<file path="config.mk">
export PLATFORM = sky130hd
export DESIGN_NAME = fsp_front
export DESIGN_NICKNAME = d
export VERILOG_FILES = /design/src/sv/assert_macros.svh /design/src/sv/fsp_pkg.sv /design/src/sv/fsp_front.sv
export SDC_FILE = /design/constraint.sdc
export NUM_CORES = 1
export LEC_CHECK = 0
export BUFFER_PORTS_ARGS = -buffer_cell sky130_fd_sc_hd__buf_2
export CAP_MARGIN = 40
export CORE_MARGIN = 2
export CORE_UTILIZATION = 53
export DETAILED_ROUTE_END_ITERATION = 12
export PLACE_DENSITY = 0.78
export RECOVER_POWER = 50
export SETUP_SLACK_MARGIN = 0.05
export SLEW_MARGIN = 20
export SYNTH_ARGS = -nofsm -noshare
export SYNTH_HDL_FRONTEND = slang
export SYNTH_SLANG_ARGS = --single-unit
</file>
<file path="constraint.sdc">
create_clock -name clk -period 4.3 [get_ports clk]
set_input_delay 0.43 -clock clk [delete_from_list [all_inputs] [get_ports clk]]
set_output_delay 0.43 -clock clk [all_outputs]
set_load 0.01 [all_outputs]
</file>
<file path="src/sv/assert_macros.svh">
// Assertion helpers used by the top-level RTL file.
// All checks are sampled on clk and skipped while rst_n is low.
`ifndef ASSERT_MACROS_SVH
`define ASSERT_MACROS_SVH

// Implication check on the rising edge of clk.
`define FSP_ASSERT(label, prop, msg) \
  label: assert property (@(posedge clk) disable iff (!rst_n) prop) else $error(msg);

// Check that a condition never holds.
`define FSP_ASSERT_NEVER(label, cond, msg) \
  `FSP_ASSERT(label, !(cond), msg)

`endif

</file>
<file path="src/sv/fsp_pkg.sv">
// ----------------------------------------------------------------------------
// fsp_pkg
// Types, codes and helper functions shared by the format printer modules.
// ----------------------------------------------------------------------------
package fsp_pkg;

  localparam int MAX_FIELD = 48;
  localparam int FIELD_W   = 6;
  localparam int COUNT_W   = 31;
  localparam int JOBQ_DEPTH = 4;
  localparam int JOBQ_AW   = 2;
  localparam int DIG_N     = 10;

  // command codes
  localparam logic [2:0] CMD_FMT   = 3'd0;
  localparam logic [2:0] CMD_INT   = 3'd1;
  localparam logic [2:0] CMD_SSTRT = 3'd2;
  localparam logic [2:0] CMD_SCHR  = 3'd3;
  localparam logic [2:0] CMD_END   = 3'd4;

  // characters
  localparam logic [7:0] CH_PCT   = 8'h25;
  localparam logic [7:0] CH_DOT   = 8'h2e;
  localparam logic [7:0] CH_0     = 8'h30;
  localparam logic [7:0] CH_9     = 8'h39;
  localparam logic [7:0] CH_S     = 8'h73;
  localparam logic [7:0] CH_D     = 8'h64;
  localparam logic [7:0] CH_X     = 8'h78;
  localparam logic [7:0] CH_SPACE = 8'h20;
  localparam logic [7:0] CH_MINUS = 8'h2d;

  typedef struct packed {
    logic [2:0]  command;
    logic [7:0]  char_value;
    logic [31:0] arg_value;
    logic        null_string;
  } in_item_t;

  typedef struct packed {
    logic [7:0]         out_char;
    logic               last;
    logic               done_res;
    logic [COUNT_W-1:0] total_count;
  } out_item_t;

  typedef enum logic [1:0] {
    JOB_CHAR = 2'd0,
    JOB_INT  = 2'd1,
    JOB_STR  = 2'd2,
    JOB_DONE = 2'd3
  } job_kind_t;

  // work handed from the parser to the emitter
  typedef struct packed {
    job_kind_t          kind;
    logic [7:0]         ch;
    logic [31:0]        arg;
    logic               hex;
    logic [FIELD_W-1:0] width;
    logic [FIELD_W-1:0] prec;
    logic               prec_given;
    logic [FIELD_W-1:0] pad;
    logic [2:0]         txt_n;
  } job_t;

  // width/precision digit accumulate, saturating
  function automatic logic [FIELD_W-1:0] add_digit(input logic [FIELD_W-1:0] v,
                                                   input logic [3:0] d);
    logic [9:0] r;
    r = ({4'b0, v} << 3) + ({4'b0, v} << 1) + {6'b0, d};
    return (r > 10'(MAX_FIELD)) ? FIELD_W'(MAX_FIELD) : r[FIELD_W-1:0];
  endfunction

  function automatic logic [7:0] hex_char(input logic [3:0] d);
    return (d < 4'd10) ? (8'h30 + {4'b0, d}) : (8'h57 + {4'b0, d});
  endfunction

  function automatic logic [7:0] null_char(input logic [2:0] i);
    logic [7:0] c;
    case (i)
      3'd0:    c = 8'h28;
      3'd1:    c = 8'h6e;
      3'd2:    c = 8'h75;
      3'd3:    c = 8'h6c;
      3'd4:    c = 8'h6c;
      default: c = 8'h29;
    endcase
    return c;
  endfunction

endpackage

</file>
<file path="src/sv/fsp_front.sv">
// ----------------------------------------------------------------------------
// fsp_front
// Format parser: takes one item per cycle while accept is high, tracks the
// conversion spec and hands emit work to the job queue.
// ----------------------------------------------------------------------------
module fsp_front import fsp_pkg::*; (
  input  logic     clk,
  input  logic     rst_n,
  input  logic     accept,
  input  in_item_t item,
  output logic     job_push,
  output job_t     job
);

  typedef enum logic [5:0] {
    PH_LIT   = 6'b000001,
    PH_WIDTH = 6'b000010,
    PH_PREC  = 6'b000100,
    PH_INT   = 6'b001000,
    PH_STR   = 6'b010000,
    PH_SCHR  = 6'b100000
  } phase_t;

  phase_t             phase_r, phase_nxt;
  logic [FIELD_W-1:0] width_r, width_nxt;
  logic [FIELD_W-1:0] prec_r, prec_nxt;
  logic               pg_r, pg_nxt;
  logic               hex_r, hex_nxt;
  logic [31:0]        left_r, left_nxt;
  logic [31:0]        emit_r, emit_nxt;

  logic        lit;
  logic        is_digit;
  logic        is_conv;
  logic [31:0] slen;
  logic [7:0]  c;

  assign c        = item.char_value;
  assign is_digit = (c >= CH_0) && (c <= CH_9);
  assign is_conv  = (c == CH_S) || (c == CH_D) || (c == CH_X);

  // parse step
  always_comb begin
    phase_nxt = phase_r;
    width_nxt = width_r;
    prec_nxt  = prec_r;
    pg_nxt    = pg_r;
    hex_nxt   = hex_r;
    left_nxt  = left_r;
    emit_nxt  = emit_r;
    job_push  = 1'b0;
    job       = '0;
    job.ch    = c;
    job.arg   = item.arg_value;
    job.hex   = hex_r;
    job.width = width_r;
    job.prec  = prec_r;
    job.prec_given = pg_r;
    lit       = 1'b0;
    slen      = item.null_string ? 32'd6 : item.arg_value;
    if (pg_r && ({26'b0, prec_r} < slen)) begin
      slen = {26'b0, prec_r};
    end
    if (accept) begin
      case (item.command)
        CMD_FMT: begin
          lit = 1'b1;
          if (phase_r == PH_WIDTH || phase_r == PH_PREC) begin
            if (is_digit) begin
              lit = 1'b0;
              if (phase_r == PH_WIDTH) begin
                width_nxt = add_digit(width_r, c[3:0]);
              end else begin
                prec_nxt = add_digit(prec_r, c[3:0]);
              end
            end else if (c == CH_DOT && phase_r == PH_WIDTH) begin
              lit       = 1'b0;
              pg_nxt    = 1'b1;
              phase_nxt = PH_PREC;
            end else if (is_conv) begin
              lit       = 1'b0;
              phase_nxt = (c == CH_S) ? PH_STR : PH_INT;
              hex_nxt   = (c == CH_X);
            end
          end
        end
        CMD_INT: begin
          if (phase_r == PH_INT) begin
            phase_nxt = PH_LIT;
            hex_nxt   = 1'b0;
            job.kind  = JOB_INT;
            job_push  = !((item.arg_value == 32'd0) && pg_r && (prec_r == '0) &&
                          (width_r == '0));
          end
        end
        CMD_SSTRT: begin
          if (phase_r == PH_STR) begin
            job.kind  = JOB_STR;
            job.pad   = ({26'b0, width_r} > slen) ? (width_r - slen[FIELD_W-1:0]) : '0;
            job.txt_n = item.null_string ? ((slen < 32'd6) ? slen[2:0] : 3'd6) : 3'd0;
            job_push  = (job.pad != '0) || (job.txt_n != 3'd0);
            phase_nxt = PH_LIT;
            hex_nxt   = 1'b0;
            if (!item.null_string && item.arg_value != 32'd0) begin
              phase_nxt = PH_SCHR;
              left_nxt  = item.arg_value;
              emit_nxt  = slen;
            end
          end
        end
        CMD_SCHR: begin
          if (phase_r == PH_SCHR) begin
            if (emit_r != 32'd0) begin
              job.kind = JOB_CHAR;
              job_push = 1'b1;
              emit_nxt = emit_r - 32'd1;
            end
            left_nxt = left_r - 32'd1;
            if (left_r == 32'd1) begin
              phase_nxt = PH_LIT;
              emit_nxt  = '0;
            end
          end
        end
        CMD_END: begin
          job.kind  = JOB_DONE;
          job_push  = 1'b1;
          phase_nxt = PH_LIT;
          width_nxt = '0;
          prec_nxt  = '0;
          pg_nxt    = 1'b0;
          hex_nxt   = 1'b0;
          left_nxt  = '0;
          emit_nxt  = '0;
        end
        default: ;
      endcase
      // literal text, or a spec that ended on an unknown letter
      if (lit) begin
        phase_nxt = PH_LIT;
        hex_nxt   = 1'b0;
        left_nxt  = '0;
        emit_nxt  = '0;
        if (c == CH_PCT) begin
          phase_nxt = PH_WIDTH;
          width_nxt = '0;
          prec_nxt  = '0;
          pg_nxt    = 1'b0;
        end else begin
          job.kind = JOB_CHAR;
          job_push = 1'b1;
        end
      end
    end
  end

  // parser state
  always_ff @(posedge clk) begin
    if (!rst_n) begin
      phase_r <= PH_LIT;
      width_r <= '0;
      prec_r  <= '0;
      pg_r    <= 1'b0;
      hex_r   <= 1'b0;
      left_r  <= '0;
      emit_r  <= '0;
    end else begin
      phase_r <= phase_nxt;
      width_r <= width_nxt;
      prec_r  <= prec_nxt;
      pg_r    <= pg_nxt;
      hex_r   <= hex_nxt;
      left_r  <= left_nxt;
      emit_r  <= emit_nxt;
    end
  end

endmodule

</file>
==> impl_metrics.toml <==
[global_routing]
grt_pass1_vias = 6791
grt_util_all_layers = 0.289
grt_overflow = 0
grt_first_pass_wirelength_mm = 33.8
antenna_found_initial = 0
grt_max_degree = 47

[power]
vdd_drop_max_mv = 0.218
swShare = 0.321
p_sw_uw = 785
pwr_density_cell_nw_per_um2 = 293
power.leakage_nw = 3.43
total_power_mw = 2.45
power.internal_mw = 1.66
seqPwrFrac = 0.340
pwr-share-clk = 0.372
power_frac_comb = 0.288

[yosys]
ys_warn_count = 0
ys_seq_area_frac = 0.233
ys_types = 75
yosys-top-cells-area = "dfxtp_1, ha_1, nand2_1, buf_4, xor2_1"
yosysTopAreaCellShare = 0.233
synth_fa_ha_area_frac = 0.0717
syn-cell-area_um2 = 7230
synth_edf_count = 0
synth_top_flop_cell = "dfxtp_1"
syn-num-nets = 1041
synthSimpleGateAreaFrac = 0.303
ys_ff_latch = 84
synth_top_family_by_area = "simple AND/OR/NAND/NOR gates"
synth_compound_area_frac = 0.222
ys_async_sr_fraction = 0
synthXorXnorAreaFrac = 0.0775
synth_top_area_cell = "dfxtp_1"
synth.area.mux_share = 0.00433
syn-instance-count = 955
avgSynthCellArea_um2 = 7.57

[critical_path]
critPathBufInv = 3
crit_top_cell = "ha_4"
crit_fanout = 5
crit_chain = "ha_4 -> and4_1 -> o221ai_2 -> a211oi_2 -> o21ai_2 -> a21boi_4 -> xnor2_2 -> ha_4 -> inv_2 -> o311a_1 -> a21o_1 -> a221o_1 -> or4_4 -> buf_6 -> nor2_4 -> buf_2"
cp-start-kind = "flop"
end_kind = "primary output"
cp.required_ns = 3.87
max_stage_delay_ns = 0.46
slowest_stage = "or4_4"
cp.arrival_ns = 3.82
crit_family = "compound AO/OA/AOI/OAI gates"
reg2reg_setup_slack_ns = 1.04
path_class = "flop to primary output"

[layout]
post-route-cell-area_um2 = 8360
area_delta_synth_final_pct = 15.6
nets = 1131
nFillCells = 1201
diodes = 0
multi_input_area_um2 = 5060
regArea_um2 = 1690
drive_above_1_share = 0.190

[cts]
numClockSinks = 84
htreeDepth = 3
clk_pin_slew_ns = 0.07
postCtsHoldBufs = 0
clk_latency_ns = 0.35
cts_tree = "yes"
cts_buffers = 9
clock-root-buffer = "clkbuf_16"
clockBufferDepth = 2

[sta]
worst_pin_slew_ns = 0.773
drv_slew = 0
max_freq_mhz = 235
period_minus_slack_ns = 4.25
finClkSkew_ns = 0.00827
maxSlewHeadroom = 0.484
hold_viol_final = 0
finalSetupViolCount = 0
hold-worst-slack_ns = 0.485
grt_setup_unrepaired = "yes"
fin_crit_sh = 0.988

[placed_design]
placed_area_um2 = 7850
gp_congestion = 0.956
dp_hpwl_mm = 14.9
portBuffers = 112

[die]
die_area_um2 = 14600
ios = 113
die_width_um = 121
die_h_um = 121
num_rows = 42
initial_utilization = 0.544
coreArea_um2 = 13300

[drt]
totalWireLength_mm = 21.1
drc = 0
detail-route-antenna-nets = 0
vias = 7439
viasPerCell = 6.07
wl_per_cell_um = 17.2
first_pass_iters = 5
first_iter_violations = 712

[outcome]
status = "completed"

[hold_path]
hold_class = "flop to flop"

[run]
cap_violations = 0
## registers in the layout, indices dropped and copies added, names as in the netlist
name and flops:
phase_r 6, hex_r 1, pg_r 1, width_r 6, emit_r 32, left_r 32, prec_r 6
## layer usage
metal  GRT usage  vias to the layer above  share of wire
met1       0.393                     3541           0.44
met4      0.0887                        0          0.017
li1            -                     3575              -
met2       0.462                      297           0.46
met5           0                        -              0
met3      0.0557                       26          0.079
## path summary, 6_finish.rpt
| kind | startpoint | to | cells after the start |
|---|---|---|---|
| setup / recovery | prec_r[5] | job[5] | 16 |
| hold / removal | emit_r[26] | emit_r[26] | 2 |
| setup reg to reg | width_r[2] | width_r[2] | 12 |
| hold reg to reg | emit_r[26] | emit_r[26] | 2 |
## kinds of logic after synthesis
kind of cell	count (synthesis)
buf+inv	122
xor+xnor	64
mux	3
simple gates	408
flops	84
fa+ha+maj	39
compound gates	235
## tightest hold or removal path, delay by kind of cell, from the launching register on
| family | cells | cell delay [ns] |
|---|---|---|
| simple gates | 1 | 0.06 |
| flops | 1 | 0.33 |
| compound gates | 1 | 0.05 |
## what timing repair did
| item | CTS | global route |
|---|---|---|
| setup buffers | 3 | 6 |
| setup endpoints to repair | 6 | 7 |
| pin swaps | 15 | 18 |
| gates resized for setup | 23 | 14 |
## metrics by stage
step,util,cells,setup slack [ns],setup TNS [ns]
after floorplan,-,955,0.0779,0
after global placement,0.590,1200,-0.00983,-0.0241
after detailed placement,0.590,1201,-0.0772,-0.315
after CTS,0.625,1220,0.0137,0
after global routing,0.629,1226,-0.164,-0.965
final,0.629,1226,0.0502,0
## power by group through the flow
stage	clock network, mW	logic, mW	registers (mW)
2_1_floorplan	0	0.517	0.843
3_3_place_gp	0	0.669	0.849
3_5_place_dp	0	0.678	0.850
4_1_cts	0.922	0.692	0.832
5_1_grt	0.952	0.779	0.837
6_report	0.910	0.705	0.833
## layout make-up
| type | instances | share of cell area |
|---|---|---|
| multi-input cells | 749 | 0.606 |
| repair buffers | 169 | 0.111 |
| flip-flops and latches | 84 | 0.202 |
| well taps | 176 | 0.0263 |
| clock buffers | 9 | 0.0269 |
| clock inverters | 7 | 0.0138 |
| inverters | 32 | 0.0147 |
## Yosys cell counts, types with 4 or more instances
library cell and instances:
nand2_1 97, clkbuf_1 32, a22oi_1 38, xnor2_1 29, a21oi_1 59, a21boi_0 29
fa_1 4, buf_4 43, xor2_1 35, nor4_1 19, nor4_2 7, a211oi_1 6
nor2_2 7, nor3_1 49, o21a_1 6, o211a_1 5, or4_1 8, ha_1 35
or3_1 7, o21bai_1 4, nand4_1 9, o22ai_1 4, dfxtp_1 84, nand3b_1 7
inv_1 31, and2_1 12, o21ai_0 35, nand2b_1 15, nor2b_1 44, nor2_1 60
buf_2 13, nor4b_1 5, nand4b_1 4, o31ai_1 12, nand3_1 37
## layout by cell type (no fill, tap or decap), drive strengths merged, types with 4 or more instances in the layout
cell type,Yosys,routed
a211oi,7,7
a21boi,32,32
a21oi,59,59
a22oi,38,38
and2,12,12
buf,58,124
clkbuf,32,54
dfxtp,84,84
fa,4,4
ha,35,35
inv,31,31
nand2,97,97
nand2b,15,15
nand3,37,37
nand3b,7,7
nand4,9,9
nand4b,4,4
nor2,67,67
nor2b,44,44
nor3,50,50
nor4,27,27
nor4b,5,5
o211a,5,5
o21a,6,6
o21ai,37,37
o21bai,4,4
o22ai,4,4
o31ai,13,13
or3,7,7
or4,10,10
xnor2,29,29
xor2,35,35
Power figures use the tool's default switching activity.
