**src/sv/assert_macros.svh**
```systemverilog
// Assertion helpers used by the top-level RTL file.
// All checks are sampled on clk and skipped while rst_n is low.
`ifndef ASSERT_MACROS_SVH
`define ASSERT_MACROS_SVH

// Implication check on the rising edge of clk.
`define FSP_ASSERT(label, prop, msg) \
  label: assert property (@(posedge clk) disable iff (!rst_n) prop) else $error(msg);

// Check that a condition never holds.
`define FSP_ASSERT_NEVER(label, cond, msg) \
  `FSP_ASSERT(label, !(cond), msg)

`endif

```
**src/sv/fsp_pkg.sv**
```systemverilog
// ----------------------------------------------------------------------------
// fsp_pkg
// Types, codes and helper functions shared by the format printer modules.
// ----------------------------------------------------------------------------
package fsp_pkg;

  localparam int MAX_FIELD = 48;
  localparam int FIELD_W   = 6;
  localparam int COUNT_W   = 31;
  localparam int JOBQ_DEPTH = 4;
  localparam int JOBQ_AW   = 2;
  localparam int DIG_N     = 10;

  // command codes
  localparam logic [2:0] CMD_FMT   = 3'd0;
  localparam logic [2:0] CMD_INT   = 3'd1;
  localparam logic [2:0] CMD_SSTRT = 3'd2;
  localparam logic [2:0] CMD_SCHR  = 3'd3;
  localparam logic [2:0] CMD_END   = 3'd4;

  // characters
  localparam logic [7:0] CH_PCT   = 8'h25;
  localparam logic [7:0] CH_DOT   = 8'h2e;
  localparam logic [7:0] CH_0     = 8'h30;
  localparam logic [7:0] CH_9     = 8'h39;
  localparam logic [7:0] CH_S     = 8'h73;
  localparam logic [7:0] CH_D     = 8'h64;
  localparam logic [7:0] CH_X     = 8'h78;
  localparam logic [7:0] CH_SPACE = 8'h20;
  localparam logic [7:0] CH_MINUS = 8'h2d;

  typedef struct packed {
    logic [2:0]  command;
    logic [7:0]  char_value;
    logic [31:0] arg_value;
    logic        null_string;
  } in_item_t;

  typedef struct packed {
    logic [7:0]         out_char;
    logic               last;
    logic               done_res;
    logic [COUNT_W-1:0] total_count;
  } out_item_t;

  typedef enum logic [1:0] {
    JOB_CHAR = 2'd0,
    JOB_INT  = 2'd1,
    JOB_STR  = 2'd2,
    JOB_DONE = 2'd3
  } job_kind_t;

  // work handed from the parser to the emitter
  typedef struct packed {
    job_kind_t          kind;
    logic [7:0]         ch;
    logic [31:0]        arg;
    logic               hex;
    logic [FIELD_W-1:0] width;
    logic [FIELD_W-1:0] prec;
    logic               prec_given;
    logic [FIELD_W-1:0] pad;
    logic [2:0]         txt_n;
  } job_t;

  // width/precision digit accumulate, saturating
  function automatic logic [FIELD_W-1:0] add_digit(input logic [FIELD_W-1:0] v,
                                                   input logic [3:0] d);
    logic [9:0] r;
    r = ({4'b0, v} << 3) + ({4'b0, v} << 1) + {6'b0, d};
    return (r > 10'(MAX_FIELD)) ? FIELD_W'(MAX_FIELD) : r[FIELD_W-1:0];
  endfunction

  function automatic logic [7:0] hex_char(input logic [3:0] d);
    return (d < 4'd10) ? (8'h30 + {4'b0, d}) : (8'h57 + {4'b0, d});
  endfunction

  function automatic logic [7:0] null_char(input logic [2:0] i);
    logic [7:0] c;
    case (i)
      3'd0:    c = 8'h28;
      3'd1:    c = 8'h6e;
      3'd2:    c = 8'h75;
      3'd3:    c = 8'h6c;
      3'd4:    c = 8'h6c;
      default: c = 8'h29;
    endcase
    return c;
  endfunction

endpackage

```
**src/sv/fsp_jobq.sv**
```systemverilog
// ----------------------------------------------------------------------------
// fsp_jobq
// Small register FIFO of jobs between the parser and the emitter.
// ----------------------------------------------------------------------------
module fsp_jobq import fsp_pkg::*; (
  input  logic clk,
  input  logic rst_n,
  input  logic push,
  input  job_t wdata,
  input  logic pop,
  output job_t rdata,
  output logic full,
  output logic empty
);

  job_t               mem_r [JOBQ_DEPTH];
  logic [JOBQ_AW-1:0] wp_r, rp_r;
  logic [JOBQ_AW:0]   cnt_r;
  logic               do_push, do_pop;

  assign full    = (cnt_r == (JOBQ_AW+1)'(JOBQ_DEPTH));
  assign empty   = (cnt_r == '0);
  assign do_push = push && !full;
  assign do_pop  = pop && !empty;
  assign rdata   = mem_r[rp_r];

  // entry storage
  always_ff @(posedge clk) begin
    if (do_push) begin
      mem_r[wp_r] <= wdata;
    end
  end

  // pointers and fill count
  always_ff @(posedge clk) begin
    if (!rst_n) begin
      wp_r  <= '0;
      rp_r  <= '0;
      cnt_r <= '0;
    end else begin
      if (do_push) wp_r <= wp_r + 1'b1;
      if (do_pop)  rp_r <= rp_r + 1'b1;
      cnt_r <= cnt_r + (JOBQ_AW+1)'(do_push) - (JOBQ_AW+1)'(do_pop);
    end
  end

endmodule

```
**config.mk**
```make
export PLATFORM = sky130hd
export DESIGN_NAME = fsp_jobq
export DESIGN_NICKNAME = d
export VERILOG_FILES = /design/src/sv/assert_macros.svh /design/src/sv/fsp_pkg.sv /design/src/sv/fsp_jobq.sv
export SDC_FILE = /design/constraint.sdc
export NUM_CORES = 1
export LEC_CHECK = 0
export BUFFER_PORTS_ARGS = -buffer_cell sky130_fd_sc_hd__buf_2
export CELL_PAD_IN_SITES_DETAIL_PLACEMENT = 1
export CELL_PAD_IN_SITES_GLOBAL_PLACEMENT = 1
export CORE_MARGIN = 5
export CORE_UTILIZATION = 30
export CTS_CLUSTER_SIZE = 28
export DETAILED_ROUTE_END_ITERATION = 6
export PLACE_DENSITY_LB_ADDON = 0.1
export SYNTH_ARGS = -nofsm -noshare
export SYNTH_HDL_FRONTEND = slang
export SYNTH_SLANG_ARGS = --single-unit
```
**constraint.sdc**
```tcl
create_clock -name clk -period 3.5 [get_ports clk]
set_input_delay 0.175 -clock clk [delete_from_list [all_inputs] [get_ports clk]]
set_output_delay 0.175 -clock clk [all_outputs]
set_load 0.02 [all_outputs]
```
==> results of run 1 <==
## per-stage QoR
| stage | cell area [sq um] | util, % | setup slack [ns] |
|---|---|---|---|
| after floorplan | 9910 | - | 0.6476 |
| final | 12740 | 39.16 | 0.9462 |
| after detailed placement | 11100 | 34.12 | 0.9312 |
| after CTS | 12740 | 39.15 | 0.8161 |
| after global placement | 11100 | 34.12 | 1.107 |
| after global routing | 12740 | 39.15 | 0.7635 |
## report_power, final
group	leakage [uW]	total [uW]	internal, uW	switching, uW
combinational	0.00135	2000	875	1130
sequential	0.00246	4090	3910	185
clock	0.000477	3010	1760	1250
total	0.00428	9100	6540	2560
## cell type report
cell class / instances / area share, %
multi-input cells: 99 / 13.72
clock buffers: 32 / 6.119
clock inverters: 26 / 1.454
diodes: 1 / 0.01964
repair buffers: 208 / 11.41
inverters: 6 / 0.1768
flip-flops and latches: 269 / 62.76
well taps: 442 / 4.341
## final timing paths
kind                                        endpoint  slack [ns]
worst min register to register             flip-flop        0.50
worst min-delay path            wp_r[0]$_SDFFE_PN0P_        0.14
worst max-delay path                       rdata[31]        0.95
worst max register to register   cnt_r[2]$_SDFF_PN0_        0.97
## cell usage in the layout, fill, tap and decap left out
master         Yosys  layout
clkbuf_16          0      31
clkinvlp_4         0       3
nor3_2             1       1
inv_1              6       6
nand2_1            6       6
buf_12             5       5
or4bb_1            1       1
clkbuf_1           2       1
diode_2            0       1
a21boi_0           1       1
buf_4              1       1
mux2i_1            2       2
edfxtp_1         260     260
clkinv_1           0       8
mux4_2            65      65
and2_4             0       4
xnor2_1            2       2
inv_6              0       2
dlygate4sd3_1      0      67
or3_1              1       1
dfxtp_4            0       2
dfxtp_1            9       7
bufinv_16          0       2
and2_1             7       3
ha_1               6       6
o21ai_0            3       3
nor3b_2            1       1
buf_2              7     135
nor2b_1            2       2
clkinv_2           0      11
fa_1               1       1
## sequential cells by signal (all words and copies together) (netlist names), named ones only
name and flops:
cnt_r 3, mem_r 260, rp_r 2, wp_r 2
## worst max-delay path: stages, from the launching register on
cell     delay (ns)
dfxtp_4        0.65
buf_12         0.37
mux4_2         0.58
buf_2          0.18
## cell families after synthesis
kind of cell	count (synthesis)	share of synthesized area, %
adders and majority gates	7	0.9596
xor gates and xnor gates	2	0.1768
AOI/OAI and AO/OA	4	0.2273
DFF	269	80.61
buffers and inverters	22	1.856
and+or+nand+nor	19	1.199
muxes	67	14.97
## timing repair
action	4_1_cts	5_1_grt
hold endpoints to repair	269	0
hold buffers	67	0
gates resized for setup	0	0
## layer usage
| metal | global-route usage, % | share of wire, % | up-vias |
|---|---|---|---|
| met5 | 0 | 0 | - |
| met4 | 3.066 | 1.8 | 0 |
| met3 | 2.526 | 5.2 | 33 |
| met2 | 20.72 | 52 | 98 |
| met1 | 14.17 | 41 | 2477 |
| li1 | - | - | 2108 |
==> impl_table.tex, run 1 <==
\begin{tabular}{lr}
\hline
Metric & Value \\
\hline
\multicolumn{2}{l}{\textbf{Worst setup path}} \\
Worst path arrival time & 2.38 ns \\
Critical path capture point type & output port \\
Critical path start-end classification & flip-flop to output port \\
Worst setup SP type & flip-flop \\
Launching point of the worst reg2reg path & cnt\_r[2]\$\_SDFF\_PN0\_ \\
Data required time of the worst path & 3.32 ns \\
Cell depth of the worst flop-to-flop path & 10 \\
Critical path fanouts, max & 34 \\
\multicolumn{2}{l}{\textbf{Layout}} \\
Syn-to-layout area delta & 28.56\% \\
Combined area of the multi-input logic cells & $\sim$1700 sq um \\
Final Instance Count excl. Fillers & between 1,000 and 1,500 \\
Count of filler cells inserted in the layout & approximately 3,200 \\
FF+latch area & between 7000 and 8000 sq um \\
Layout cells sized above 1 & between 40\% and 50\% \\
Number of nets in the layout & between 600 and 700 \\
\multicolumn{2}{l}{\textbf{Logic synthesis}} \\
Synth Net Count & roughly 470 \\
Ys Warns & 0 \\
Synthesized cell area & 9910 sq um \\
Post-synth cell types & 22 \\
Number of instances in the synthesized netlist & 390 \\
Most instantiated cells after synthesis & edfxtp\_1 (260), mux4\_2 (65), dfxtp\_1 (9), and2\_1 (7), buf\_2 (7) \\
Proportion of register bits with asynchronous set or reset after synthesis & 0\% \\
Most used standard cell by instance count after synthesis & edfxtp\_1 \\
Fraction of synthesized cell area taken by the top area cell type & 78.79\% \\
Number of synthesized flops with an enable pin & 260 \\
Post-synthesis register bit count & roughly 270 \\
Leading area contributor after synthesis & edfxtp\_1 \\
Mean cell area of the mapped netlist & $\sim$25 sq um \\
Leading cell types by total area after synthesis & edfxtp\_1 (79\%), mux4\_2 (15\%), dfxtp\_1 (1.8\%) \\
Sequential share of the synthesized area & roughly four fifths \\
Post-synth top flop & edfxtp\_1 \\
\multicolumn{2}{l}{\textbf{Detailed routing}} \\
1st-pass router iterations & 4 \\
DRT antenna net count & 0 \\
Vias after detailed routing & roughly 4,700 \\
Iteration-0 DRC Markers & approximately 170 \\
Final routed DRC violation total & 0 \\
Wire length after detailed routing & between 20,000 and 25,000 microns \\
Routed length per placed instance & 19.72 microns \\
Post-DR vias/cell & 4.355 \\
\multicolumn{2}{l}{\textbf{STA}} \\
Number of max-slew violations in the final report & 0 \\
Total count of hold-check failures in the final report & 0 \\
Top achievable clock speed & between 300 and 400 MHz \\
RSZ-0062 raised after global routing & no \\
Worst-case headroom to the max-slew limit & between 20\% and 30\% \\
Final Critical Period & 2.554 ns \\
Period utilisation layout & 72.97\% \\
Final hold slack & 0.1449 ns \\
Setup-violating endpoint count in the final report & 0 \\
Setup tns final & 0 ns \\
Slew at the pin closest to its max-slew limit & between 1 and 1.5 ns \\
Setup skew after layout & $\sim$0.0074 ns \\
\multicolumn{2}{l}{\textbf{Power}} \\
Worst-case vdd ir drop & around 0.38 mV \\
LEAKAGE & 0.004279 uW \\
Areal power density over the cells & $\sim$700 nW/um\^{}2 \\
Overall Power & 9103 uW \\
\multicolumn{2}{l}{\textbf{Clock network}} \\
Cts bufs inserted & 31 \\
Clock tree from TritonCTS & built \\
Number of post-CTS setup repair buffers & 0 \\
Clock root cell & clkbuf\_16 \\
Number of sinks on the clock net & 269 \\
Post-CTS clock slew at the launch and capture registers of the worst setup and hold paths & $\sim$0.05 ns \\
Worst-case clock buffer depth & 3 \\
Clock latency reported for the late side of the worst-skew pair & approximately 0.55 ns \\
Clock H-tree levels & 1 \\
\multicolumn{2}{l}{\textbf{Global routing}} \\
Tot GR Track Use & between 10\% and 20\% \\
First-pass GRT wire length & about 32,000 microns \\
Maximum number of pins on one net before global-route repair & 66 \\
Overflow left after global routing & 0 \\
Vias in the first global route & 5,480 \\
Antenna violations before repair & 1 \\
\multicolumn{2}{l}{\textbf{Die}} \\
Starting density of the core & between 30 and 40\% \\
Placeable Area & roughly 33,000 sq um \\
Die width & 191.7 microns \\
Die Height & 191.7 microns \\
Die Area & around 37,000 sq um \\
Standard-cell row count & 66 \\
Boundary pin count & approximately 140 \\
\multicolumn{2}{l}{\textbf{Min path}} \\
Worst min path class & input pin to flip-flop \\
Worst hold start & push \\
Worst hold path stage count & 3 \\
\multicolumn{2}{l}{\textbf{Job}} \\
Max-cap violation count & 0 \\
\multicolumn{2}{l}{\textbf{Placed design}} \\
Final Wtd Congestion & 0.6706 \\
Number of I/O port buffers & $\sim$140 \\
HPWL after detailed placement & between 10,000 and 15,000 microns \\
Number of cells in the design after placement & $\sim$960 \\
\multicolumn{2}{l}{\textbf{Status}} \\
Outcome & finished, final reports clean \\
\hline
\end{tabular}
Power figures use the tool's default switching activity.
==> inputs of run 2 (changes only) <==
--- a/config.mk
+++ b/config.mk
@@ -5,6 +5,7 @@
 export SDC_FILE = /design/constraint.sdc
 export NUM_CORES = 1
 export LEC_CHECK = 0
+export ABC_AREA = 1
 export BUFFER_PORTS_ARGS = -buffer_cell sky130_fd_sc_hd__buf_2
 export CELL_PAD_IN_SITES_DETAIL_PLACEMENT = 1
 export CELL_PAD_IN_SITES_GLOBAL_PLACEMENT = 1
==> constraint.sdc (replaced) <==
create_clock -name clk -period 2.5 [get_ports clk]
set_input_delay 0.125 -clock clk [delete_from_list [all_inputs] [get_ports clk]]
set_output_delay 0.125 -clock clk [all_outputs]
set_load 0.02 [all_outputs]
==> run 2 against run 1 <==
Area after synthesis increased by 5.3%. Wire length grew 30%. Sequential power grew 38%. Core utilization is 0.54 points lower. Non-clock buffer count increased by 15. Critical path type unchanged. Critical endpoint is now rdata[23].
==> impl_table.tex, run 2 <==
\begin{tabular}{lr}
\hline
Metric & Value \\
\hline
\multicolumn{2}{l}{\textbf{Status}} \\
Outcome & finished, final reports clean \\
\multicolumn{2}{l}{\textbf{STA}} \\
Period utilisation layout & 90.78\% \\
Total count of hold-check failures in the final report & 0 \\
Number of max-slew violations in the final report & 0 \\
Setup tns final & 0 ns \\
Worst-case headroom to the max-slew limit & between 60\% and 70\% \\
RSZ-0062 raised after global routing & no \\
Slew at the pin closest to its max-slew limit & between 0.5 and 0.6 ns \\
Final hold slack & approximately 0.33 ns \\
Setup-violating endpoint count in the final report & 0 \\
Final Critical Period & approximately 2.3 ns \\
Top achievable clock speed & between 400 and 500 MHz \\
Setup skew after layout & about 0.011 ns \\
\multicolumn{2}{l}{\textbf{Job}} \\
Max-cap violation count & 0 \\
\multicolumn{2}{l}{\textbf{Logic synthesis}} \\
Most instantiated cells after synthesis & edfxtp\_1 (260), nor2\_1 (122), o21ai\_0 (90), o22ai\_1 (45), o21ai\_1 (35) \\
Synth Net Count & 773 \\
Leading cell types by total area after synthesis & edfxtp\_1 (75\%), nor2\_1 (4.4\%), o21ai\_0 (4.3\%) \\
Proportion of register bits with asynchronous set or reset after synthesis & 0\% \\
Synthesized cell area & between 10,000 and 15,000 sq um \\
Mean cell area of the mapped netlist & between 10 and 15 sq um \\
Most used standard cell by instance count after synthesis & edfxtp\_1 \\
Ys Warns & 0 \\
Fraction of synthesized cell area taken by the top area cell type & between 70 and 80\% \\
Sequential share of the synthesized area & 76.56\% \\
Leading area contributor after synthesis & edfxtp\_1 \\
Post-synth top flop & edfxtp\_1 \\
Number of instances in the synthesized netlist & 697 \\
Number of synthesized flops with an enable pin & 260 \\
Post-synth cell types & 22 \\
Post-synthesis register bit count & 269 \\
\multicolumn{2}{l}{\textbf{Die}} \\
Die Area & 38,610 sq um \\
Die width & 196.5 microns \\
Starting density of the core & 30.28\% \\
Placeable Area & around 34,000 sq um \\
Boundary pin count & approximately 140 \\
Die Height & 196.5 microns \\
Standard-cell row count & between 60 and 70 \\
\multicolumn{2}{l}{\textbf{Worst setup path}} \\
Cell Chain, Critical Path & inv\_8 -> buf\_12 -> nor2\_1 -> o22ai\_1 -> buf\_2 \\
Cell depth of the worst flop-to-flop path & 9 \\
Critical path fanouts, max & 52 \\
Buffer and inverter count on the worst path & 3 \\
Worst path max stage delay & $\sim$0.45 ns \\
Gate family responsible for the most delay along the worst path & buffers and inverters \\
Critical path start-end classification & flip-flop to output port \\
Cell depth of the worst setup path & 5 \\
Slowest stage cell, crit path & dfxtp\_4 \\
Critical path capture point type & output port \\
Data required time of the worst path & 2.38 ns \\
Worst setup SP type & flip-flop \\
Worst path arrival time & $\sim$2.1 ns \\
\multicolumn{2}{l}{\textbf{Layout}} \\
Antenna Diode Count & 0 \\
Most frequent cells in the layout & edfxtp\_1 (260), buf\_2 (135), nor2\_1 (118), o21ai\_0 (90), dlygate4sd3\_1 (68) \\
Commonest non-fill, non-tap cell in the layout & edfxtp\_1 \\
Final core utilization & 38.61\% \\
Layout cells sized above 1 & 26.28\% \\
Largest registers & mem\_r: 260 flops, cnt\_r: 3 flops \\
Largest register FFs & between 200 and 300 \\
Finished Cell Area & about 13,000 sq um \\
Syn-to-layout area delta & 27.52\% \\
Count of filler cells inserted in the layout & between 3,000 and 4,000 \\
Number of nets in the layout & between 900 and 1,000 \\
Most flops, register & mem\_r \\
\multicolumn{2}{l}{\textbf{Global routing}} \\
First-pass GRT wire length & about 41,000 microns \\
Tot GR Track Use & between 10\% and 20\% \\
Antenna violations before repair & 1 \\
Vias in the first global route & around 7,000 \\
Maximum number of pins on one net before global-route repair & 100 \\
Overflow left after global routing & 0 \\
\multicolumn{2}{l}{\textbf{Min path}} \\
Worst hold path stage count & 2 \\
Worst min path class & input pin to flip-flop \\
\multicolumn{2}{l}{\textbf{Detailed routing}} \\
Vias after detailed routing & between 6,000 and 7,000 \\
Iteration-0 DRC Markers & between 200 and 250 \\
Final routed DRC violation total & 0 \\
Wire length after detailed routing & approximately 28,000 microns \\
Post-DR vias/cell & 4.668 \\
DRT antenna net count & 0 \\
1st-pass router iterations & 4 \\
Routed length per placed instance & approximately 20 microns \\
\multicolumn{2}{l}{\textbf{Clock network}} \\
Clock root cell & clkbuf\_16 \\
Cts bufs inserted & 31 \\
Clock tree from TritonCTS & built \\
Clock latency reported for the late side of the worst-skew pair & 0.55 ns \\
Clock H-tree levels & 1 \\
Post-CTS clock slew at the launch and capture registers of the worst setup and hold paths & approximately 0.06 ns \\
Number of sinks on the clock net & between 200 and 300 \\
Worst-case clock buffer depth & 3 \\
\multicolumn{2}{l}{\textbf{Placed design}} \\
Placed Area & around 12,000 sq um \\
Number of I/O port buffers & about 140 \\
Final Wtd Congestion & about 0.7 \\
HPWL after detailed placement & about 16,000 microns \\
\multicolumn{2}{l}{\textbf{Power}} \\
Overall Power & approximately 13,000 uW \\
Areal power density over the cells & 1001 nW/um\^{}2 \\
Worst-case vdd ir drop & around 0.55 mV \\
LEAKAGE & 0.004654 uW \\
\hline
\end{tabular}
-- run 2: changes by cell type in the layout (fill, tap and decap cells not counted), moves of 5 or more --
cell,delta
nor2_1,+118
o21ai_0,+87
mux4_2,-65
o22ai_1,+45
o21ai_1,+35
nor2_4,+24
o22ai_2,+20
inv_1,+11
nand2_1,+8
buf_4,+7
clkbuf_1,+7
clkinv_2,-6
a21oi_1,+5
o21ai_2,+5
-- run 2: area by class of cell --
class                           count  area (sq um)  share of cell area (%)
Tap cell                          455         569.3                   4.279
Multi-Input combinational cell    367          2107                   15.84
Inverter                           19         78.83                  0.5924
Clock inverter                     19         87.58                  0.6583
Clock buffer                       39         805.8                   6.056
Timing Repair Buffer              223          1664                   12.51
Sequential cell                   269          7993                   60.07
-- run 2: worst paths after layout --
kind                                               end            startpoint  slack (ns)
worst max-delay path                         rdata[23]             flip-flop        0.23
worst min-delay path            mem_r[0][14]$_DFFE_PP_             wdata[14]        0.33
worst max register to register     cnt_r[2]$_SDFF_PN0_   cnt_r[1]$_SDFF_PN0_        0.59
worst min register to register    rp_r[0]$_SDFFE_PN0P_  rp_r[0]$_SDFFE_PN0P_        0.52
-- run 2: cell families after synthesis --
family	Yosys count	share of synthesized area, %
flip-flops	269	76.56
AO/OA/AOI/OAI	200	11.75
AND/OR/NAND/NOR	160	7.243
buffers and inverters	61	3.538
adder cells (fa/ha/maj)	7	0.9114
-- run 2: what timing repair did --
action | in CTS | in global routing
hold endpoints to repair | 269 | 0
gates resized for setup | 1 | 1
gates cloned | 0 | 1
setup endpoints to repair | 1 | 26
setup buffers | 0 | 1
hold buffers | 68 | 0
-- run 2: worst register-to-register path: stages, from the launching register on --
cell,delay [ns]
dfxtp_1,0.35
nor2_1,0.07
nand2_1,0.17
nand2_1,0.13
ha_1,0.30
inv_1,0.04
ha_1,0.18
fa_1,0.38
a21oi_1,0.13
nor2_1,0.06
-- run 2: power breakdown --
group,internal (uW),leakage (uW),switching (uW)
combinational,1150,0.00176,2530
sequential,5490,0.00246,165
clock,2260,0.000438,1710
total,8910,0.00465,4410
-- run 2: metal layers --
layer / part of all wire [%] / GRT usage, %
met1: 44 / 17.29
met2: 51 / 24.31
met3: 3.6 / 2.239
met4: 1.7 / 2.974
met5: 0.025 / 0
-- run 2: per-stage QoR --
step	setup WS, ns	std cells
after floorplan	-0.3178	697
after global placement	0.6238	1263
after detailed placement	0.5875	1263
after CTS	0.02128	1389
after global routing	0.05659	1391
final	0.2305	1391
